`src/hw/rtl/fixed_slot_free_list_allocator_macros.svh`:
```
// Assertion macros shared by the free-list allocator RTL.
// Depends on nothing; included by the modules that carry assertions.
`ifndef FIXED_SLOT_FREE_LIST_ALLOCATOR_MACROS_SVH
`define FIXED_SLOT_FREE_LIST_ALLOCATOR_MACROS_SVH

// Same-cycle implication, disabled while reset is high.
`define FSFL_ASSERT_IMPL(label, clk, rst, ante, cons, msg) \
   label: assert property (@(posedge clk) disable iff (rst) (ante) |-> (cons)) \
      else $error(msg);

// Next-cycle implication, disabled while reset is high.
`define FSFL_ASSERT_NEXT(label, clk, rst, ante, cons, msg) \
   label: assert property (@(posedge clk) disable iff (rst) (ante) |=> (cons)) \
      else $error(msg);

`endif

```
`src/hw/rtl/fsfl_pkg.sv`:
```
// Shared types and constants of the fixed-slot free-list allocator.
// No dependencies; imported by every module of the block except fsfl_ram.
package fsfl_pkg;

   // Field widths.
   localparam int BYTES_W     = 13;
   localparam int COUNT_W     = 11;
   localparam int REQ_BYTES_W = 16;
   localparam int ALIGN_W     = 13;
   localparam int OFFSET_W    = 22;
   localparam int STATUS_W    = 3;

   // Divider geometry: the dividend is a byte offset or a slot size, the divisor a slot size or an alignment.
   localparam int DIV_W      = OFFSET_W;
   localparam int DIV_STEP_W = $clog2(DIV_W);

   // Depth of the command queue between front and back.
   localparam int QUEUE_DEPTH = 2;

   // Slot geometry limits and reset values.
   localparam logic [BYTES_W-1:0] MIN_SLOT_BYTES   = 13'd4;
   localparam logic [BYTES_W-1:0] RESET_SLOT_BYTES = 13'd64;
   localparam logic [COUNT_W-1:0] RESET_SLOT_COUNT = 11'd1024;

   typedef enum logic {
      REQ_ALLOC = 1'b0,
      REQ_FREE  = 1'b1
   } req_kind_type;

   typedef enum logic {
      CSR_SLOT_BYTES = 1'b0,
      CSR_SLOT_COUNT = 1'b1
   } csr_index_type;

   typedef enum logic [STATUS_W-1:0] {
      STATUS_OK        = 3'd0,
      STATUS_TOO_LARGE = 3'd1,
      STATUS_EXHAUSTED = 3'd2,
      STATUS_BAD_ALIGN = 3'd3,
      STATUS_BAD_ADDR  = 3'd4
   } status_type;

   // Classified request as it travels from the front to the back.
   typedef struct packed {
      req_kind_type         kind;
      logic                 align_zero;
      logic                 too_large;
      logic [DIV_W-1:0]     dividend;
      logic [BYTES_W-1:0]   divisor;
   } cmd_type;

   // Effective slot geometry after clamping.
   typedef struct packed {
      logic [BYTES_W-1:0] bytes;
      logic [COUNT_W-1:0] count;
   } geom_type;

   typedef struct packed {
      logic               start;
      logic [DIV_W-1:0]   dividend;
      logic [BYTES_W-1:0] divisor;
   } div_req_type;

   typedef struct packed {
      logic               done;
      logic [DIV_W-1:0]   quotient;
      logic [BYTES_W-1:0] remainder;
   } div_rsp_type;

endpackage

```
`src/hw/rtl/fsfl_front.sv`:
```
// Request front: takes request beats, classifies them and sets up the divider operands.
// Depends on fsfl_pkg for the command and geometry structs.
module fsfl_front (
   input  logic                             req_valid,
   output logic                             req_ready,
   input  logic                             req_type,
   input  logic [fsfl_pkg::REQ_BYTES_W-1:0] req_request_bytes,
   input  logic [fsfl_pkg::ALIGN_W-1:0]     req_alignment,
   input  logic [fsfl_pkg::OFFSET_W-1:0]    req_free_offset,
   input  fsfl_pkg::geom_type               geom,
   input  logic                             sweep_busy,
   input  logic                             q_ready,
   output logic                             q_push,
   output fsfl_pkg::cmd_type                q_cmd
);

   import fsfl_pkg::*;

   req_kind_type kind;

   assign kind = req_kind_type'(req_type);

   // No beat is taken while the free list is being rebuilt.
   assign req_ready = q_ready && !sweep_busy;
   assign q_push    = req_valid && req_ready;

   // An allocate divides the slot size by the alignment; a free divides the
   // offset by the slot size.
   always_comb begin
      q_cmd.kind = kind;
      unique case (kind)
         REQ_ALLOC: begin
            q_cmd.align_zero = (req_alignment == '0);
            q_cmd.too_large  = (req_request_bytes > REQ_BYTES_W'(geom.bytes));
            q_cmd.dividend   = DIV_W'(geom.bytes);
            q_cmd.divisor    = req_alignment;
         end
         REQ_FREE: begin
            q_cmd.align_zero = 1'b0;
            q_cmd.too_large  = 1'b0;
            q_cmd.dividend   = req_free_offset;
            q_cmd.divisor    = geom.bytes;
         end
      endcase
   end

endmodule

```
`config.mk`:
```
export PLATFORM = sky130hd
export DESIGN_NAME = fsfl_front
export DESIGN_NICKNAME = d
export VERILOG_FILES = /design/src/hw/rtl/fixed_slot_free_list_allocator_macros.svh /design/src/hw/rtl/fsfl_pkg.sv /design/src/hw/rtl/fsfl_front.sv
export SDC_FILE = /design/constraint.sdc
export NUM_CORES = 1
export LEC_CHECK = 0
export BUFFER_PORTS_ARGS = -buffer_cell sky130_fd_sc_hd__buf_2
export CAP_MARGIN = 20
export CORE_AREA = 3 3 54 56
export DETAILED_ROUTE_END_ITERATION = 8
export DIE_AREA = 0 0 57 59
export PLACE_DENSITY = 0.82
export RECOVER_POWER = 100
export SLEW_MARGIN = 20
export SYNTH_ARGS = -nofsm -noshare
export SYNTH_HDL_FRONTEND = slang
export SYNTH_SLANG_ARGS = --single-unit
```
`constraint.sdc`:
```
create_clock -name vclk -period 1.75
set_input_delay 0.0875 -clock vclk [all_inputs]
set_output_delay 0.0875 -clock vclk [all_outputs]
set_load 0.02 [all_outputs]
```
Yosys cells after proc, flatten, opt, wreduce, memory -nomap -nowiden
Index checks and enable logic that the tools add are counted.
W data, S select, Z words.

operators by class
  magnitude comparators = 1
  reductions and logical operators = 4
  bitwise logic cells = 1
  multiplexer cells = 1

operator list
  kind                 number
  $pmux W37 S2         1
  $gt A16 B13 Y1       1
  $logic_not A13 Y1    1
  $logic_and A1 B1 Y1  2
  $logic_not A1 Y1     1
  $not A1 Y1           1

word-level totals
  word-level logic and storage cells = 7
  input port bits = 79
  output and inout bits = 40
  bits in registers = 0

Logic depth before layout (Yosys ltp)
Gate-level depths: netlist (run 1).

  depth in word-level cells = 3
  depth in mapped cells = 6
  depth with buffers taken out = 6

Worst setup path after synthesis (run 1)
No wires, ideal clock.

  kind = input to output
  start point = input req_type
  end point = output q_cmd[36] in the netlist's numbering
  path slack = 372 ps
  cell stages on the path = 2
  arrival = 1291 ps
  required time = 1662 ps
  path buffers = 0
  path through = or4_1 -> nor4_1

RTL lines
  element          line              RTL
  start, declared  fsfl_front.sv:6   input logic req_type,
  end, declared    fsfl_front.sv:14  output fsfl_pkg::cmd_type q_cmd

==> impl_metrics.csv, run 1 <==
group,metric,value,unit
grt,grt_pass1_vias,1013,
critical_path,crit_chain,"buf_2, inv_1, ha_1, nand4_1, or4_1, o31a_1, o31a_1, buf_2",
sta,finalMaxSlewViolations,0,
critical_path,cp.arrival,1.49,ns
grt,grt_pass1_wl,4.167,mm
power,p_leak,0.6739,nW
routing,dr.first_iter.drc_count,28,
power,p_sw,197.3,uW
run_status,status,"completed",
sta,rsz0062_at_grt,"false",
floorplanning,die_h,59,um
power,power_density,275.8,nW/um^2
place,portBuffers,108,
logic_synthesis,syn_inst,107,
place,post-place-ws,0.1535,ns
sta,period_minus_slack,1.581,ns
routing,firstDrtPassIters,3,
job,maxCapViolations,0,
final_layout,fill_cells,288,
floorplanning,dieArea,3363,sq um
critical_path,critical_path_class,"in -> out",
place,place_area,1291,sq um
floorplanning,die_x,57,um
power,pwr-share-comb,100.0,%
hold_path,worstHoldStart,"sweep_busy",
grt,grt_util_all_layers,14.68,%
sta,fmax,632.6,MHz
final_layout,syn2layout_area_growth,69.34,%
grt,overflow,0,
logic_synthesis,avgSynthCellArea,6.864,sq um
final_layout,n_antenna_cell,0,
hold_path,hold_depth,3,
power,max-vdd-ir-drop,0.1531,mV
power,p_sw_share,57.52,%
logic_synthesis,synth_cell_type_count,20,
critical_path,crit_buf_inv,3,
routing,ant_nets,0,
sta,setup-violations-final,0,
critical_path,critPathMaxFanout,3,
power,p_int,145.7,uW
routing,routed_wl,2.789,mm
floorplanning,num_rows,18,
place,place_hpwl,2.504,mm
power,seq_power_share,0,%
logic_synthesis,syn_nets,199,
floorplanning,core,2477,sq um
final_layout,nets,304,
final_layout,multi_input_area,653.1,sq um
critical_path,cp_slowest_cell,"or4_1",
sta,finalWorstSetupSlack,0.1693,ns
sta,max_slew.worst_pin.slew,0.8080,ns
final_layout,final_core_util,50.20,%
grt,antenna_found_initial,0,
critical_path,crit_family,"simple AND/OR/NAND/NOR gates",
logic_synthesis,synth_warnings,0,
floorplanning,start_util,29.65,%
logic_synthesis,syn_area,734.5,sq um
logic_synthesis,yosysSeqAreaShare,0,%
critical_path,critPathLaunchType,"input port",
final_layout,design.seq.count,0,
sta,setup_tns,0,ns
sta,post-route-period-util,90.33,%
routing,vias,1114,
final_layout,fin_area,1244,sq um
power,pwr-share-clk,0,%
routing,vias_per_cell,4.642,
clocking,cts-resized-gates,0,
routing,wl_per_cell,11.62,um
grt,grt_max_degree,50,
sta,hold_viol,0,
clocking,postCtsSetupBuffers,0,
sta,slew_headroom,46.13,%
clocking,cts_hold_buf,0,
hold_path,hold_path_class,"in -> out",
routing,drc,0,
hold_path,hold_path_end,"req_ready",
final_layout,clkbuf_count,0,
critical_path,required,1.66,ns
sta,hold_ws,0.4493,ns
final_layout,seqCellArea,0,sq um
final_layout,layout-drive-gt1-share,41.43,%
critical_path,end_kind,"primary output",
critical_path,max_stage_delay,0.39,ns
floorplanning,io_pins,119,
place,gp_congestion,0.7495,
## kinds of logic after synthesis
family          count (synthesis)  synth area share [%]
fa+ha+maj                      13                 22.15
simple gates                   36                 26.23
mux                            14                 21.46
buf+inv                        20                 11.07
compound gates                 24                 19.08
## layout by cell type (no fill, tap or decap)
cell      synthesis  routed
nor4_1            4       4
mux2_2           14      14
and2_0            0       2
a21o_1            2       2
o31a_1            2       2
a21oi_1           3       3
clkbuf_2          0       1
and2_1           10       8
or4_1             2       2
nand2_1          13      13
nor2b_1           2       2
ha_1             13      13
inv_1            14      14
o21ai_0          14      14
and3_1            1       1
a211oi_1          2       2
nand3_1           2       2
buf_2             2      72
o211ai_1          1       1
nand4_1           2       2
clkbuf_1          3      36
## cells in the mapped netlist, types with 3 or more instances
| cell type | count | area share [%] |
|---|---|---|
| inv_1 | 14 | 7.2 |
| mux2_2 | 14 | 21 |
| o21ai_0 | 14 | 9.5 |
| ha_1 | 13 | 22 |
| nand2_1 | 13 | 6.6 |
| and2_1 | 10 | 8.5 |
| nor4_1 | 4 | 3.4 |
| a21oi_1 | 3 | 2.0 |
| clkbuf_1 | 3 | 1.5 |
## worst max-delay path by stage
stage	from	end	slack (ns)	cells past startpoint
after floorplan	req_type	q_cmd[36]	0.37	2
after global placement	geom[14]	q_cmd[35]	0.16	8
after detailed placement	geom[14]	q_cmd[35]	0.15	8
after CTS	geom[14]	q_cmd[35]	0.15	8
after global routing	geom[14]	q_cmd[35]	0.01	8
final	geom[14]	q_cmd[35]	0.17	8
## per-stage QoR
stage	total power, mW	instances
global placement	0.3548	240
CTS	0.3619	240
finish	0.3431	240
global route	0.3821	240
detailed placement	0.3607	240
floorplan	0.2058	107
## power by group through the flow
stage / Clock, mW / Combinational (mW) / Sequential [mW]
after floorplan: 0 / 0.206 / 0
after global placement: 0 / 0.355 / 0
after detailed placement: 0 / 0.361 / 0
after CTS: 0 / 0.362 / 0
after global routing: 0 / 0.382 / 0
final: 0 / 0.343 / 0
## worst min-delay path: stages
cell and delay [ns]:
buf_2 0.07, nor2b_1 0.04, clkbuf_1 0.16
## layout make-up
class              count  area share [%]
well taps             30           3.018
multi-input cells     87           52.52
repair buffers       109           40.24
inverters             14           4.225
## layer usage
metal	up-vias	track usage [%]	part of all wire (%)
met5	-	0	0
met4	0	0.6623	0
met3	0	2.179	8.1
met2	38	29.53	53
met1	489	17.04	39
li1	587	-	-
No activity file was read; power rests on OpenSTA's default activity.
==> inputs of run 2 (changes only) <==
- PLACE_DENSITY: 0.82 -> not set
- PLACE_DENSITY_LB_ADDON: not set -> 0.1
==> impl_metrics.csv, run 2 (synthesized netlist as in run 1, its figures left out) <==
group,metric,value,unit
routing,ant_nets,0,
power,seq_power_share,0,%
floorplanning,io_pins,119,
grt,grt_pass1_wl,4.036,mm
routing,firstDrtPassIters,4,
final_layout,syn2layout_area_growth,69.17,%
sta,rsz0062_at_grt,"false",
critical_path,cp.arrival,1.50,ns
critical_path,critPathMaxFanout,3,
sta,fmax,629.3,MHz
final_layout,layout-drive-gt1-share,40.95,%
critical_path,crit_chain,"buf_2, inv_1, ha_1, nand4_1, or4_1, o31a_1, o31a_1, clkbuf_2",
final_layout,clkbuf_count,0,
sta,post-route-period-util,90.80,%
place,place_area,1291,sq um
sta,max_slew.worst_pin.slew,0.8135,ns
power,p_sw_share,57.61,%
floorplanning,die_h,59,um
routing,drc,0,
sta,finalWorstSetupSlack,0.1610,ns
sta,period_minus_slack,1.589,ns
power,power_density,276.6,nW/um^2
final_layout,fill_cells,280,
place,place_hpwl,2.455,mm
critical_path,critPathLaunchType,"input port",
power,p_leak,0.6712,nW
power,p_int,145.7,uW
run_status,status,"completed",
routing,wl_per_cell,11.46,um
floorplanning,die_x,57,um
place,gp_congestion,0.6907,
power,pwr-share-clk,0,%
grt,grt_util_all_layers,14.27,%
final_layout,seqCellArea,0,sq um
routing,routed_wl,2.750,mm
final_layout,stdcell_count,240,
clocking,cts_hold_buf,0,
sta,finalMaxSlewViolations,0,
critical_path,cp_slowest_cell,"or4_1",
routing,dr.first_iter.drc_count,36,
sta,slew_headroom,45.77,%
final_layout,mostFrequentLayoutCells,"buf_2 (70), clkbuf_1 (37), inv_1 (14), o21ai_0 (14), mux2_2 (14)",
grt,grt_pass1_vias,940,
final_layout,final_core_util,50.15,%
final_layout,design.seq.count,0,
place,post-place-ws,0.1506,ns
critical_path,end_kind,"primary output",
routing,vias,1082,
clocking,postCtsSetupBuffers,0,
final_layout,fin_area,1242,sq um
place,portBuffers,108,
critical_path,critical_path_class,"in -> out",
floorplanning,core,2477,sq um
sta,hold_viol,0,
clocking,cts-resized-gates,0,
final_layout,n_antenna_cell,0,
routing,vias_per_cell,4.508,
grt,antenna_found_initial,0,
floorplanning,dieArea,3363,sq um
power,p_sw,198.0,uW
hold_path,hold_path_class,"in -> out",
power,max-vdd-ir-drop,0.1757,mV
grt,overflow,0,
final_layout,final_common_cell,"buf_2",
critical_path,required,1.66,ns
grt,grt_max_degree,50,
job,maxCapViolations,0,
critical_path,cpMostUsedCell,"o31a_1",
floorplanning,num_rows,18,
place,placed_cells,240,
final_layout,nets,304,
power,pwr-share-comb,100.0,%
sta,setup_tns,0,ns
sta,setup-violations-final,0,
final_layout,multi_input_area,653.1,sq um
floorplanning,start_util,29.65,%
critical_path,max_stage_delay,0.39,ns
run 2: cell count changes in the layout (fill, tap and decap cells not counted), sizes merged:
cell    delta
clkbuf     +2
buf        -2
run 2: worst max-delay path, delay by kind of cell:
family | cells | cell delay, ns
AOI/OAI and AO/OA | 2 | 0.34
and+or+nand+nor | 2 | 0.49
buffers and inverters | 3 | 0.27
adders and majority gates | 1 | 0.30
run 2: layout make-up:
class	count	area share, %
inverter	14	4.230
multi-input combinational	87	52.57
tap	30	3.021
timing repair buffer	109	40.18
run 2: power groups by stage:
stage	Sequential (mW)	Clock, mW	Combinational [mW]
2_1_floorplan	0	0	0.206
3_3_place_gp	0	0	0.355
3_5_place_dp	0	0	0.361
4_1_cts	0	0	0.362
5_1_grt	0	0	0.381
6_report	0	0	0.344
run 2: final timing paths:
path | start | end | slack (ns) | depth (start not counted)
setup / recovery | geom[14] | q_cmd[35] | 0.16 | 8
hold / removal | sweep_busy | req_ready | 0.45 | 3
run 2: layer usage:
metal | global-route usage (%) | vias to the layer above | part of all wire (%)
met5 | 0 | - | 0
met4 | 0 | 0 | 0
met3 | 1.961 | 0 | 8.0
met2 | 26.75 | 39 | 51
met1 | 18.48 | 457 | 41
li1 | - | 586 | -
run 2: metrics by stage:
stage	hold slack (ns)	power, mW
after floorplan	0.2576	0.2058
after global placement	0.4308	0.3554
after detailed placement	0.4349	0.3612
after CTS	0.4355	0.3624
after global routing	0.4551	0.3810
final	0.4467	0.3436
==> inputs of run 3 (changes only) <==
- SETUP_SLACK_MARGIN: not set -> 0.3
==> impl_metrics.csv, run 3 (synthesized netlist as in run 1, its figures left out) <==
group,metric,value,unit
run_status,status,"completed",
final_layout,final_common_cell,"buf_2",
routing,dr.first_iter.drc_count,42,
final_layout,fill_cells,281,
routing,routed_wl,2.781,mm
critical_path,required,1.66,ns
grt,grt_pass1_vias,952,
grt,grt_pass1_wl,4.064,mm
sta,finalMaxSlewViolations,0,
power,power.total,350.2,uW
grt,grt_max_degree,50,
routing,vias_per_cell,4.513,
floorplanning,start_util,29.65,%
sta,rsz0062_at_grt,"true",
routing,wl_per_cell,11.59,um
final_layout,fin_area,1267,sq um
grt,antenna_found_initial,0,
final_layout,syn2layout_area_growth,72.57,%
floorplanning,dieArea,3363,sq um
final_layout,design.seq.count,0,
floorplanning,num_rows,18,
grt,overflow,0,
hold_path,hold_path_class,"in -> out",
sta,setup_tns,0,ns
clocking,cts_hold_buf,0,
routing,vias,1083,
hold_path,worstHoldStart,"sweep_busy",
job,maxCapViolations,0,
sta,hold_viol,0,
hold_path,hold_depth,3,
place,place_area,1291,sq um
floorplanning,die_x,57,um
place,placed_cells,240,
critical_path,end_kind,"primary output",
power,power_density,276.3,nW/um^2
final_layout,nets,304,
final_layout,multi_input_area,678.2,sq um
sta,max_slew.worst_pin.slew,0.8183,ns
sta,period_minus_slack,1.567,ns
grt,grt_util_all_layers,14.32,%
routing,ant_nets,0,
final_layout,final_core_util,51.16,%
power,max-vdd-ir-drop,0.1761,mV
sta,post-route-period-util,89.52,%
final_layout,n_antenna_cell,0,
final_layout,layout-drive-gt1-share,42.38,%
sta,setup-violations-final,0,
place,gp_congestion,0.6907,
critical_path,critPathMaxFanout,2,
final_layout,seqCellArea,0,sq um
hold_path,hold_path_end,"req_ready",
floorplanning,core,2477,sq um
critical_path,critPathLaunchType,"input port",
final_layout,stdcell_count,240,
clocking,cts-resized-gates,5,
critical_path,critical_path_class,"in -> out",
floorplanning,die_h,59,um
place,place_hpwl,2.455,mm
floorplanning,io_pins,119,
sta,slew_headroom,45.45,%
final_layout,clkbuf_count,0,
place,portBuffers,108,
routing,drc,0,
critical_path,cp.arrival,1.48,ns
sta,fmax,638.3,MHz
power,p_leak,0.6701,nW
final_layout,mostFrequentLayoutCells,"buf_2 (70), clkbuf_1 (37), o21ai_0 (14), mux2_2 (14)",
routing,firstDrtPassIters,4,
clocking,postCtsSetupBuffers,0,
-- run 3: per-layer routing --
metal  wire, um  part of all wire, %  GRT usage [%]  vias up
met5          0                    0              0        -
met3        218                  7.8          1.961        0
met1       1131                   41          18.74      459
met2       1431                   51          26.59       39
met4          0                    0              0        0
li1           -                    -              -      585
-- run 3: per-stage QoR --
| stage | hold WS [ns] | setup slack [ns] |
|---|---|---|
| finish | 0.4467 | 0.1835 |
| detailed placement | 0.4349 | 0.1506 |
| global placement | 0.4308 | 0.1557 |
| CTS | 0.4355 | 0.1858 |
| global route | 0.4551 | 0.07815 |
| floorplan | 0.2576 | 0.3719 |
-- run 3: area by class of cell --
class	count	share of cell area, %
Inverter	14	4.146
Tap cell	30	2.961
Timing Repair Buffer	109	39.39
Multi-Input combinational cell	87	53.50
-- run 3: worst max-delay path by stage --
stage                        start   endpoint
after global placement    geom[14]  q_cmd[35]
after detailed placement  geom[14]  q_cmd[35]
after CTS                 geom[12]  q_cmd[35]
final                     geom[12]  q_cmd[35]
after floorplan           req_type  q_cmd[36]
after global routing      geom[12]  q_cmd[35]
-- run 3: critical path: stages --
cell	delay [ns]
buf_2	0.09
inv_1	0.05
ha_1	0.28
nand4_1	0.08
or4_1	0.39
o31a_1	0.24
o31a_1	0.10
clkbuf_2	0.15
-- run 3: report_power, final --
part | switching, mW | leakage [nW] | internal [mW]
Sequential | 0 | 0 | 0
Combinational | 0.201 | 0.670 | 0.149
Clock | 0 | 0 | 0
