<file path="src/hw/rtl/fixed_slot_free_list_allocator_macros.svh">
// Assertion macros shared by the free-list allocator RTL.
// Depends on nothing; included by the modules that carry assertions.
`ifndef FIXED_SLOT_FREE_LIST_ALLOCATOR_MACROS_SVH
`define FIXED_SLOT_FREE_LIST_ALLOCATOR_MACROS_SVH

// Same-cycle implication, disabled while reset is high.
`define FSFL_ASSERT_IMPL(label, clk, rst, ante, cons, msg) \
   label: assert property (@(posedge clk) disable iff (rst) (ante) |-> (cons)) \
      else $error(msg);

// Next-cycle implication, disabled while reset is high.
`define FSFL_ASSERT_NEXT(label, clk, rst, ante, cons, msg) \
   label: assert property (@(posedge clk) disable iff (rst) (ante) |=> (cons)) \
      else $error(msg);

`endif

</file>
<file path="src/hw/rtl/fsfl_pkg.sv">
// Shared types and constants of the fixed-slot free-list allocator.
// No dependencies; imported by every module of the block except fsfl_ram.
package fsfl_pkg;

   // Field widths.
   localparam int BYTES_W     = 13;
   localparam int COUNT_W     = 11;
   localparam int REQ_BYTES_W = 16;
   localparam int ALIGN_W     = 13;
   localparam int OFFSET_W    = 22;
   localparam int STATUS_W    = 3;

   // Divider geometry: the dividend is a byte offset or a slot size, the divisor a slot size or an alignment.
   localparam int DIV_W      = OFFSET_W;
   localparam int DIV_STEP_W = $clog2(DIV_W);

   // Depth of the command queue between front and back.
   localparam int QUEUE_DEPTH = 2;

   // Slot geometry limits and reset values.
   localparam logic [BYTES_W-1:0] MIN_SLOT_BYTES   = 13'd4;
   localparam logic [BYTES_W-1:0] RESET_SLOT_BYTES = 13'd64;
   localparam logic [COUNT_W-1:0] RESET_SLOT_COUNT = 11'd1024;

   typedef enum logic {
      REQ_ALLOC = 1'b0,
      REQ_FREE  = 1'b1
   } req_kind_type;

   typedef enum logic {
      CSR_SLOT_BYTES = 1'b0,
      CSR_SLOT_COUNT = 1'b1
   } csr_index_type;

   typedef enum logic [STATUS_W-1:0] {
      STATUS_OK        = 3'd0,
      STATUS_TOO_LARGE = 3'd1,
      STATUS_EXHAUSTED = 3'd2,
      STATUS_BAD_ALIGN = 3'd3,
      STATUS_BAD_ADDR  = 3'd4
   } status_type;

   // Classified request as it travels from the front to the back.
   typedef struct packed {
      req_kind_type         kind;
      logic                 align_zero;
      logic                 too_large;
      logic [DIV_W-1:0]     dividend;
      logic [BYTES_W-1:0]   divisor;
   } cmd_type;

   // Effective slot geometry after clamping.
   typedef struct packed {
      logic [BYTES_W-1:0] bytes;
      logic [COUNT_W-1:0] count;
   } geom_type;

   typedef struct packed {
      logic               start;
      logic [DIV_W-1:0]   dividend;
      logic [BYTES_W-1:0] divisor;
   } div_req_type;

   typedef struct packed {
      logic               done;
      logic [DIV_W-1:0]   quotient;
      logic [BYTES_W-1:0] remainder;
   } div_rsp_type;

endpackage

</file>
<file path="src/hw/rtl/fsfl_queue.sv">
// Short command queue that decouples the request front from the back end.
// Depends on fsfl_pkg for the command struct and the queue depth.
`include "fixed_slot_free_list_allocator_macros.svh"

module fsfl_queue (
   input  logic              clock,
   input  logic              reset,
   input  logic              push,
   input  fsfl_pkg::cmd_type push_cmd,
   output logic              push_ready,
   input  logic              pop,
   output logic              pop_valid,
   output fsfl_pkg::cmd_type pop_cmd
);

   import fsfl_pkg::*;

   localparam int PTR_W = (QUEUE_DEPTH > 1) ? $clog2(QUEUE_DEPTH) : 1;
   localparam int CNT_W = $clog2(QUEUE_DEPTH + 1);

   cmd_type          entries_ff [QUEUE_DEPTH];
   logic [PTR_W-1:0] wr_ptr_ff, wr_ptr_in;
   logic [PTR_W-1:0] rd_ptr_ff, rd_ptr_in;
   logic [CNT_W-1:0] count_ff, count_in;

   // Pointer and fill bookkeeping.
   always_comb begin
      wr_ptr_in = wr_ptr_ff;
      rd_ptr_in = rd_ptr_ff;
      count_in  = count_ff;
      if (push) begin
         wr_ptr_in = (wr_ptr_ff == PTR_W'(QUEUE_DEPTH - 1)) ? '0 : wr_ptr_ff + 1'b1;
      end
      if (pop) begin
         rd_ptr_in = (rd_ptr_ff == PTR_W'(QUEUE_DEPTH - 1)) ? '0 : rd_ptr_ff + 1'b1;
      end
      if (push && !pop) begin
         count_in = count_ff + 1'b1;
      end else if (pop && !push) begin
         count_in = count_ff - 1'b1;
      end
   end

   always_ff @(posedge clock) begin
      if (reset) begin
         wr_ptr_ff <= '0;
         rd_ptr_ff <= '0;
         count_ff  <= '0;
      end else begin
         wr_ptr_ff <= wr_ptr_in;
         rd_ptr_ff <= rd_ptr_in;
         count_ff  <= count_in;
      end
   end

   // Entry storage.
   always_ff @(posedge clock) begin
      if (push) begin
         entries_ff[wr_ptr_ff] <= push_cmd;
      end
   end

   assign push_ready = (count_ff != CNT_W'(QUEUE_DEPTH));
   assign pop_valid  = (count_ff != '0);
   assign pop_cmd    = entries_ff[rd_ptr_ff];

   `FSFL_ASSERT_IMPL(a_no_push_when_full, clock, reset, push, count_ff != CNT_W'(QUEUE_DEPTH), "command pushed into a full queue")
   `FSFL_ASSERT_NEXT(a_push_shows_valid, clock, reset, push && !pop, pop_valid, "pushed command not visible at the queue head")

endmodule

</file>
<file path="config.mk">
export PLATFORM = sky130hd
export DESIGN_NAME = fsfl_queue
export DESIGN_NICKNAME = d
export VERILOG_FILES = /design/src/hw/rtl/fsfl_pkg.sv /design/src/hw/rtl/fsfl_queue.sv
export VERILOG_INCLUDE_DIRS = /design/src /design/src/hw/rtl
export SDC_FILE = /design/constraint.sdc
export NUM_CORES = 1
export LEC_CHECK = 0
export BUFFER_PORTS_ARGS = -buffer_cell sky130_fd_sc_hd__buf_2
export CAP_MARGIN = 20
export CELL_PAD_IN_SITES_DETAIL_PLACEMENT = 0
export CELL_PAD_IN_SITES_GLOBAL_PLACEMENT = 1
export CORE_UTILIZATION = 35
export DETAILED_ROUTE_END_ITERATION = 8
export PLACE_DENSITY_LB_ADDON = 0.1
export RECOVER_POWER = 25
export SLEW_MARGIN = 10
export SYNTH_ARGS = -nofsm -noshare
export SYNTH_HDL_FRONTEND = slang
export SYNTH_SLANG_ARGS = --single-unit
</file>
<file path="constraint.sdc">
create_clock -name clock -period 2.8 [get_ports clock]
set_input_delay 0.28 -clock clock [delete_from_list [all_inputs] [get_ports clock]]
set_output_delay 0.28 -clock clock [all_outputs]
set_load 0.01 [all_outputs]
</file>
After elaboration in Yosys (flattened, before gate mapping)
Memories as Yosys holds them, arrays and structs flattened. A register that Yosys moved wholly into a read port is not among the register bits.
Cells that the tools add are included.
Word-level totals
  input port bits: 42
  memories kept: 1
  bits in writable memories: 76
  register bits after elaboration: 4
Operators by class
  $add $sub $neg: 4
  muxes and demuxes: 8
  reductions and logical operators: 6
  equal/unequal tests: 1
Memories
  entries_ff: depth 2, bits a word 38, read ports 1, clocked after memory_dff 1, wr ports 1, line fsfl_queue.sv:21  | cmd_type entries_ff [QUEUE_DEPTH];
Operator list (number)
  2-to-1 mux 1 bit: 6
  2-to-1 mux 2 bit: 2
  nonzero test 2 bit: 2
  adder 1 bit, second input constant: 2
  adder 2 x 1 -> 2 bit, second input constant: 1
  logical AND 1 bit: 2
  logical NOT 1 bit: 2
  inequality test 2 bit, second input constant: 1
  subtractor 2 x 1 -> 2 bit, second input constant: 1

Depth between registers and ports, before layout
Gate-level depths: netlist (run 1).
  depth after elaboration: 4
  gate-level depth with buffers: 5

Worst setup path before layout (run 1)
No wires, ideal clock.
  path type: register to register
  from: register wr_ptr_ff
  to: memory entries_ff[0][0] in the netlist's numbering, enable pin
  clock period less this slack: 2469 ps
  arrival: 2031 ps
  slack: 331 ps
  stages on the path, launching flop included: 2
  buffers on the path: 0
  setup time: 438 ps
  path through: dfxtp_1 > nor2b_1
RTL lines
  from (decl): line fsfl_queue.sv:22  | logic [PTR_W-1:0] wr_ptr_ff, wr_ptr_in;
  from (signal assigned): line fsfl_queue.sv:50  | wr_ptr_ff <= wr_ptr_in;
  to (decl): line fsfl_queue.sv:21
No word-level cell before the write port.

==> reports/results.txt, run 1 <==
Post-Synth Simple-Gate Area = 0.0153
Required @ worst endpoint = 2520 ps
GPL Wtd Cong = 0.665
Avg Cell Area, Syn = 21.6 sq um
Max rail drop VDD = 0.000275 V
Place WS = 1110 ps
Cell Area, Synth = 3030 sq um
row cnt = 33
worst r2r dst = entries_ff[1][19]
total grt overflow = 0
Pint = 0.00198 W
first-pass detailed-route iteration total = 4
register area share after synthesis = 0.787
CTS tree = built
combinational power share = 0.117
TritonCTS Buffers = 9
max-slew violation count = 0
Yosys cell types = 19
largest family of logic cells by synthesized area = multiplexers
Psw = 0.000604 W
maximum buffer depth of the clock tree = 2
share of post-route cells with drive strength above 1 = 0.475
synth warn = 0
final setup vio count = 0
placed cell areas = 3570 sq um
final instance area = 3760 sq um
crit path to = pop_cmd[32]
Reg power frac = 0.556
Area growth syn-to-layout = 24.3%
antenna-violating nets left = 0
Root Driver = clkbuf_8
Worst setup EP type = output port
Initial DRC Count = 47
post-synthesis compound-gate area fraction = 0.00331
RSZ-0062 raised after global routing = false
Fin. Hold Viols = 0
# Max-Cap Violations = 0
fmax = 495 MHz
Final Worst Setup Slack = 780 ps
Post-DP HPWL = 3570 um
vias = 1,527
initial antenna violation count = 0
Setup Fix Bufs, Post-CTS = 0
CORE AREA = 8300 sq um
adder and majority gate portion of the synthesized area = 0.00413
arrival time worst endpoint = 1740 ps
Syn Nets = 183
Ports = 82
slew margin rel. = 0.360
post-CTS resize count = 0
residual DRC count = 0
Reg2Reg Depth = 1
mux share of post-synthesis cell area = 0.166
all-layer global routing usage = 0.122
DR WL/cell = 15.0 um
first-pass GRT wire length = 7930 um
flops & latches, synth = 81
Syn Inst Count = 140
PD cells = 687 nW/um^2
worst hold slack = 121 ps
largest net degree at the start of global routing = 39
worst-margin pin slew = 959 ps
CTS Sinks = 81
Crit Path Max Fanout = 16
vias in the first global route = 1,615
minimum clock period = 2020 ps
die width = 95.0 um
final core occ = 0.453
Sw Share = 0.233
worst reg2reg setup slack = 1160 ps
CP startpoint kind = register
final critical-path share of the clock period = 0.721
most common library cell in the layout ignoring fill and taps = edfxtp_1
port bufs = 81
hold buffer count at cts = 0
Static Leakage = 1.44 nW
total wire length = 5130 um
via/cell ratio = 4.48
outcome = finished clean
clk_lat worst skew = 340 ps
CTS clock-pin slew for the worst setup and hold paths = 90 ps
clk_skew = 5.96 ps
die area = 9030 sq um
Die H = 95.0 um
H-tree depth = 3
critical path type = reg2out
worst r2r src = wr_ptr_ff
clock share of power = 0.327
total negative slack = 0 ps
leading cell types in the layout, fill and taps excluded = edfxtp_1, buf_2, mux2_4
worst min-delay path class = in2reg
Layout Nets = 274
Initial Util = 0.365
synthesized-area fraction occupied by xor and xnor cells = 0.0116
ant diodes = 0
-- worst min-delay path by stage --
| stage | depth (start not counted) | to | from | slack (ps) |
|---|---|---|---|---|
| floorplan | 1 | count_ff[1] | reset | 350 |
| global placement | 1 | entries_ff[0][37] | push_cmd[37] | 470 |
| detailed placement | 1 | entries_ff[1][32] | push_cmd[32] | 470 |
| CTS | 1 | entries_ff[0][18] | push_cmd[18] | 110 |
| global route | 1 | entries_ff[1][14] | push_cmd[14] | 100 |
| finish | 1 | entries_ff[1][11] | push_cmd[11] | 120 |
-- final cells by class --
| cell class | instances | area, sq um |
|---|---|---|
| Fill cell | 753 | 4540 |
| Timing Repair Buffer | 84 | 427 |
| Multi-Input combinational cell | 54 | 616 |
| Sequential cell | 81 | 2380 |
| Clock buffer | 9 | 124 |
| Clock inverter | 7 | 77.6 |
| Inverter | 1 | 3.75 |
| Tap cell | 105 | 131 |
-- layer usage --
metal,vias to the layer above,share of wire,GRT usage
met5,-,0,0
met4,0,0.017,0.0606
met3,9,0.057,0.0327
met2,50,0.52,0.200
met1,744,0.41,0.148
li1,724,-,-
-- synth_stat cells (all sizes together) --
cell     n  area share
edfxtp  76        0.75
nor2     4      0.0050
ha       1      0.0041
nand2b   1      0.0021
or2      1      0.0021
nor2b    1      0.0021
or3      1      0.0021
inv      1      0.0012
xor2     2      0.0058
a21oi    1      0.0017
xnor2    2      0.0058
mux2    38        0.17
buf      4       0.012
o21ai    1      0.0017
and2     1      0.0021
dfxtp    5       0.033
-- worst max-delay path, stage by stage, from the launching register on --
cell and delay, ps:
dfxtp_2 550, buf_4 340, mux2_1 360, buf_2 150
-- power groups by stage --
stage | Clock (W) | Sequential, W | Combinational (W)
2_1_floorplan | 0 | 0.00145 | 0.000192
3_3_place_gp | 0 | 0.00146 | 0.000303
3_5_place_dp | 0 | 0.00147 | 0.000312
4_1_cts | 0.000879 | 0.00144 | 0.000313
5_1_grt | 0.000930 | 0.00145 | 0.000331
6_report | 0.000846 | 0.00144 | 0.000302
-- sequential cells by signal, summed over array words and instances (netlist names), named ones only --
name,cells
count_ff,2
rd_ptr_ff,1
wr_ptr_ff,1
entries_ff,76
-- through the flow --
stage               power [W]  cells
floorplan             0.00165    140
global placement      0.00177    325
detailed placement    0.00178    325
CTS                   0.00263    341
global route          0.00271    341
finish                0.00259    341
-- kinds of logic after synthesis --
group	Yosys count
multiplexers	38
AND/OR/NAND/NOR	9
flip-flops	81
XOR/XNOR	4
adder cells (fa/ha/maj)	1
buffers and inverters	5
AO/OA/AOI/OAI	2
Note: power is estimated with default switching activity, not from simulation.
==> run 2, diff against run 1 <==
ABC_AREA = 1   (was default)
clock period = 1.9 ns   (was 2.8 ns; I/O delays follow)
==> run 2 against run 1 <==
  * Core utilization increased by 0.65 points
  * Count of clock-buffer cells in the layout increased by 1
  * Routed wire length decreased by 3.8%
  * Critical path depth unchanged
  * Power increased by 49%
  * Via count increased by 1.1%
  * Flip-flop and latch count unchanged
  * Sequential power increased by 45%
  * Synthesized cell count increased by 7.9%
  * Clock skew increased by 2.7 ps
  * Setup slack got worse by 490 ps
  * Register-to-register slack got worse by 500 ps
  * Critical path type unchanged
  * Largest power group unchanged
==> reports/results.txt, run 2 <==
Max rail drop VDD = 0.000597 V (was 0.000275 V)
RSZ-0062 raised after global routing = false (unchanged)
CORE AREA = 8340 sq um (was 8300 sq um)
Initial DRC Count = 26 (was 47)
hold path start = push_cmd[34] (was push_cmd[11])
WHS Endpoint = entries_ff[0][34] (was entries_ff[1][11])
Yosys top cell area share = 0.748 (was 0.754)
Syn Inst Count = 151 (was 140)
DR WL/cell = 13.9 um (was 15.0 um)
largest net degree at the start of global routing = 30 (was 39)
H-tree depth = 3 (unchanged)
worst-margin pin slew = 309 ps (was 959 ps)
placed insts = 338 (was 325)
Post-Layout Cell Count = 354 (was 341)
register bank with the most flops = entries_ff (unchanged)
vias = 1,544 (was 1,527)
Synth area leader = edfxtp_1 (unchanged)
share of post-route cells with drive strength above 1 = 0.542 (was 0.475)
Static Leakage = 1.51 nW (was 1.44 nW)
ant diodes = 0 (unchanged)
max reg flops = 76 (unchanged)
Root Driver = clkbuf_8 (unchanged)
Reg2Reg Depth = 3 (was 1)
synth cell count leaders = edfxtp_1, mux2_4, mux2_2, inv_1, nand2_1 (was edfxtp_1, mux2_4, mux2_1, dfxtp_1, nor2_1)
Yosys cell types = 16 (was 19)
worst hold stages = 1 (unchanged)
clk_skew = 8.66 ps (was 5.96 ps)
Fin. Hold Viols = 0 (unchanged)
residual DRC count = 0 (unchanged)
Post-synth EDFFs = 76 (unchanged)
final core occ = 0.460 (was 0.453)
CTS Sinks = 81 (unchanged)
Die H = 95.4 um (was 95.0 um)
Ports = 82 (unchanged)
antenna-violating nets left = 0 (unchanged)
minimum clock period = 1610 ps
worst r2r src = wr_ptr_ff (unchanged)
PD cells = 1000 nW/um^2 (was 687 nW/um^2)
final critical-path share of the clock period = 0.849
flops & latches, synth = 81 (unchanged)
slew margin rel. = 0.794 (was 0.360)
maximum buffer depth of the clock tree = 2 (unchanged)
Syn Nets = 194 (was 183)
outcome = finished clean (unchanged)
Total Power = 0.00385 W (was 0.00259 W)
post-CTS resize count = 0 (unchanged)
first-pass detailed-route iteration total = 4 (unchanged)
GPL Wtd Cong = 0.643 (was 0.665)
fmax = 620 MHz
via/cell ratio = 4.36 (was 4.48)
arrival time worst endpoint = 1420 ps (was 1740 ps)
first-pass GRT wire length = 7240 um (was 7930 um)
met2 Track Usage GR = 0.184 (was 0.200)
GR Layer Usage met3 = 0.0351 (was 0.0327)
Post-DP HPWL = 3350 um (was 3570 um)
final setup vio count = 0 (unchanged)
critical path type = reg2out (unchanged)
Post-synth ARST share = 0 (unchanged)
clk_lat worst skew = 330 ps (was 340 ps)
worst reg2reg setup slack = 660 ps (was 1160 ps)
total wire length = 4930 um (was 5130 um)
Initial Util = 0.366 (was 0.365)
CP startpoint kind = register (unchanged)
worst min-delay path class = in2reg (unchanged)
initial antenna violation count = 0 (unchanged)
leading post-synthesis cells by cell area = edfxtp_1, mux2_4, mux2_2 (was edfxtp_1, mux2_4, mux2_1)
Most Crowded Layer GR = met2 (unchanged)
Required @ worst endpoint = 1710 ps (was 2520 ps)
port bufs = 81 (unchanged)
TritonCTS Buffers = 9 (unchanged)
GRT met1 Usage = 0.130 (was 0.148)
biggest regs = entries_ff: 76 flops, count_ff: 2 flops (unchanged)
total grt overflow = 0 (unchanged)
CTS tree = built (unchanged)
Worst setup EP type = output port (unchanged)
Place WS = 620 ps (was 1110 ps)
total negative slack = 0 ps (unchanged)
CTS clock-pin slew for the worst setup and hold paths = 80 ps (was 90 ps)
Layout fillers = 757 (was 753)
leading cell types in the layout, fill and taps excluded = edfxtp_1, buf_2, mux2_4 (unchanged)
dominant synthesized flop cell = edfxtp_1 (unchanged)
most frequent cell after synthesis = edfxtp_1 (unchanged)
# Max-Cap Violations = 0 (unchanged)
vias in the first global route = 1,472 (was 1,615)
Final Worst Setup Slack = 287 ps (was 780 ps)
register area share after synthesis = 0.781 (was 0.787)
Layout Nets = 287 (was 274)
die area = 9090 sq um (was 9030 sq um)
Area growth syn-to-layout = 25.7% (was 24.3%)
Avg Cell Area, Syn = 20.2 sq um (was 21.6 sq um)
most common library cell in the layout ignoring fill and taps = edfxtp_1 (unchanged)
die width = 95.4 um (was 95.0 um)
row cnt = 33 (unchanged)
hold buffer count at cts = 0 (unchanged)
Setup Fix Bufs, Post-CTS = 0 (unchanged)
worst r2r dst = entries_ff[1][7] (was entries_ff[1][19])
all-layer global routing usage = 0.113 (was 0.122)
Crit Path Max Fanout = 25 (was 16)
max-slew violation count = 0 (unchanged)
synth warn = 0 (unchanged)
Cell Area, Synth = 3050 sq um (was 3030 sq um)
-- run 2: changes by cell type after synthesis, moves of 2 or more --
cell | previous run | this run
inv_1 | 1 | 9
mux2_1 | 18 | 0
mux2_2 | 0 | 18
nand2_1 | 0 | 7
xor2_1 | 2 | 0
-- run 2: per-stage QoR --
stage	area, sq um	hold WS [ps]
after floorplan	3050	262
after global placement	3630	378
after detailed placement	3630	382
after CTS	3840	18.1
after global routing	3830	20.5
final	3830	38.9
-- run 2: worst max-delay path by stage --
stage | startpoint | to | slack, ps | depth (start not counted)
6_report | register | pop_cmd[30] | 290 | 3
5_1_grt | register | pop_cmd[28] | 230 | 3
4_1_cts | register | pop_cmd[30] | 240 | 3
3_5_place_dp | register | pop_cmd[30] | 620 | 3
3_3_place_gp | register | pop_cmd[30] | 630 | 3
2_1_floorplan | wr_ptr_ff | entries_ff[0][0] | 160 | 1
-- run 2: power by group --
group	internal, W	switching [W]
combinational	0.000235	0.000220
sequential	0.00206	0.0000272
clock	0.000734	0.000572
-- run 2: cell families after synthesis --
family / synth area share
flip-flops: 0.781
multiplexers: 0.165
AND/OR/NAND/NOR: 0.0201
buffers and inverters: 0.0238
AO/OA/AOI/OAI: 0.00328
XOR/XNOR: 0.00287
adder cells (fa/ha/maj): 0.00410
-- run 2: final cells by class --
| type | instances | area [sq um] | share of cell area |
|---|---|---|---|
| flip-flops and latches | 81 | 2380 | 0.622 |
| clock buffers | 10 | 128 | 0.0333 |
| clock inverters | 6 | 82.6 | 0.0215 |
| well taps | 105 | 131 | 0.0343 |
| multi-input cells | 57 | 603 | 0.157 |
| repair buffers | 86 | 473 | 0.123 |
| inverters | 9 | 33.8 | 0.00881 |
-- run 2: worst max-delay path: stages, from the launching register on --
cell and delay, ps:
dfxtp_2 380, buf_12 210, mux2_2 360, buf_2 140
-- run 2: per-layer routing --
layer	up-vias	part of all wire
li1	755	-
met1	726	0.41
met2	56	0.50
met3	7	0.067
met4	0	0.017
met5	-	0
==> run 3, diff against run 2 <==
ABC_AREA = 0   (was 1)
clock period = 1.3 ns   (was 1.9 ns; I/O delays follow)
==> run 3 against run 2 <==
  * The run now ends with negative setup slack left
  * Combinational power is 120% higher
  * Critical path type unchanged
  * Die area shrank 0.72%
  * Global-route usage up 1.2 points
  * Register-to-register slack got worse by 450 ps
  * Clock skew is essentially flat
  * Sequential share of layout area down 9.3 points
  * Largest cell class unchanged
  * First-iteration DRC count up 85%
==> reports/results.txt, run 3 (synthesis results as in run 1) <==
outcome = finished with violations (was finished clean)
failing checks = negative setup slack
slew margin rel. = 0.855 (was 0.794)
Fin. Hold Viols = 0 (unchanged)
largest net degree at the start of global routing = 21 (was 30)
Largest stage delay, worst path = 410 ps (was 380 ps)
Layout Nets = 319 (was 287)
Static Leakage = 1.77 nW (was 1.51 nW)
biggest regs = entries_ff: 76 flops, count_ff: 2 flops (unchanged)
die width = 95.0 um (was 95.4 um)
antenna-violating nets left = 0 (unchanged)
Initial Util = 0.365 (was 0.366)
row cnt = 33 (unchanged)
most common library cell in the layout ignoring fill and taps = edfxtp_1 (unchanged)
Area growth syn-to-layout = 49.2% (was 25.7%)
ant diodes = 0 (unchanged)
area of the multi-input gates = 666 sq um (was 603 sq um)
first-pass GRT wire length = 8100 um (was 7240 um)
max reg flops = 76 (unchanged)
clk_skew = 9.02 ps (was 8.66 ps)
initial antenna violation count = 0 (unchanged)
Required @ worst endpoint = 1170 ps (was 1710 ps)
CORE AREA = 8300 sq um (was 8340 sq um)
register bank with the most flops = entries_ff (unchanged)
Crit Path Max Fanout = 9 (was 25)
Max rail drop VDD = 0.000663 V (was 0.000597 V)
placed cell areas = 3670 sq um (was 3630 sq um)
worst hold slack = 94.5 ps (was 38.9 ps)
Place WS = 88.1 ps (was 620 ps)
critical path type = reg2out (unchanged)
Root Driver = clkbuf_8 (unchanged)
total negative slack = -6970 ps (was 0 ps)
minimum clock period = 1520 ps
CTS clock-pin slew for the worst setup and hold paths = 80 ps (about the same)
worst reg2reg setup slack = 210 ps (was 660 ps)
CTS Sinks = 81 (unchanged)
CTS tree = built (unchanged)
die area = 9030 sq um (was 9090 sq um)
Reg2Reg Depth = 2 (was 3)
WHS Endpoint = rd_ptr_ff (was entries_ff[0][34])
port bufs = 81 (unchanged)
first-pass detailed-route iteration total = 4 (unchanged)
maximum buffer depth of the clock tree = 2 (unchanged)
all-layer global routing usage = 0.125 (was 0.113)
via/cell ratio = 4.36 (about the same)
arrival time worst endpoint = 1390 ps (was 1420 ps)
worst-margin pin slew = 216 ps (was 309 ps)
Initial DRC Count = 48 (was 26)
GPL Wtd Cong = 0.624 (was 0.643)
number of buffers and inverters on the critical path = 2 (unchanged)
H-tree depth = 3 (unchanged)
hold path start = pop (was push_cmd[34])
final setup vio count = 38 (was 0)
worst r2r dst = entries_ff[1][25] (was entries_ff[1][7])
Post-DP HPWL = 3630 um (was 3350 um)
delay-heaviest family, CP = flip-flops (unchanged)
Ports = 82 (unchanged)
Worst setup EP type = output port (unchanged)
worst r2r src = wr_ptr_ff (unchanged)
residual DRC count = 0 (unchanged)
Layout fillers = 697 (was 757)
worst hold stages = 3 (was 1)
total grt overflow = 0 (unchanged)
Final Worst Setup Slack = -219 ps (was 287 ps)
FF+latch area = 2390 sq um (was 2380 sq um)
final instance area = 4520 sq um (was 3830 sq um)
crit path cell chain = clkbuf_16, mux2_1, buf_2 (was buf_12, mux2_2, buf_2)
total wire length = 5530 um (was 4930 um)
RSZ-0062 raised after global routing = true (was false)
# Max-Cap Violations = 0 (unchanged)
Total Power = 0.00592 W (was 0.00385 W)
CP startpoint kind = register (unchanged)
fmax = 658 MHz
Die H = 95.0 um (was 95.4 um)
final critical-path share of the clock period = 1.17
max-slew violation count = 0 (unchanged)
worst min-delay path class = in2reg (unchanged)
vias = 1,684 (was 1,544)
leading cell types in the layout, fill and taps excluded = edfxtp_1, buf_2, dlygate4sd3_1 (was edfxtp_1, buf_2, mux2_4)
PD cells = 1310 nW/um^2 (was 1000 nW/um^2)
clk_lat worst skew = 340 ps (was 330 ps)
DR WL/cell = 14.3 um (was 13.9 um)
TritonCTS Buffers = 9 (unchanged)
critical path's slowest cell = dfxtp_4 (was dfxtp_2)
vias in the first global route = 1,787 (was 1,472)
share of post-route cells with drive strength above 1 = 0.463 (was 0.542)
number of stages on the worst setup path = 3 (unchanged)
## run 3: changes by cell type in the layout (fill, tap and decap cells not counted), sizes merged, moves of 2 or more
cell	change
clkbuf	+5
buf	-2
inv	-6
xor2	+2
dlygate4sd3	+39
nand2	-7
## run 3: how the worst max path moves through the flow
| stage | to |
|---|---|
| final | pop_cmd[35] |
| after global routing | pop_cmd[35] |
| after CTS | pop_cmd[20] |
| after detailed placement | pop_cmd[23] |
| after global placement | pop_cmd[23] |
| after floorplan | entries_ff[0][0] |
## run 3: report_power, final
part | leakage (nW) | total (W) | switching, W | internal (W)
Sequential | 0.755 | 0.00309 | 0.0000582 | 0.00303
Combinational | 0.911 | 0.00102 | 0.000396 | 0.000620
Clock | 0.0994 | 0.00181 | 0.000903 | 0.000907
## run 3: worst reg2reg max path: stages, from the launching register on
cell	delay (ps)
dfxtp_1	420
and2_4	210
buf_12	170
## run 3: layout make-up
cell class / count / area share
inverters: 1 / 0.000831
flip-flops and latches: 81 / 0.528
repair buffers: 129 / 0.250
clock buffers: 9 / 0.0274
multi-input cells: 54 / 0.147
clock inverters: 7 / 0.0175
well taps: 105 / 0.0291
## run 3: routing by layer
layer | wire length (um) | global-route usage
met1 | 2250 | 0.134
met2 | 2940 | 0.223
met3 | 307 | 0.0470
met4 | 37 | 0.0492
met5 | 0 | 0
## run 3: timing repair
| action | 4_1_cts | 5_1_grt |
|---|---|---|
| buffers inserted | 1 | 0 |
| hold buffers | 39 | 0 |
| hold endpoints to repair | 81 | 0 |
| setup endpoints to repair | 38 | 38 |
| gates resized for setup | 24 | 21 |
| cloned | 0 | 1 |
| pin swaps | 0 | 0 |
## run 3: metrics by stage
step	util	cells
6_report	0.544	386
3_3_place_gp	0.442	329
4_1_cts	0.531	385
5_1_grt	0.544	386
3_5_place_dp	0.442	329
2_1_floorplan	-	140
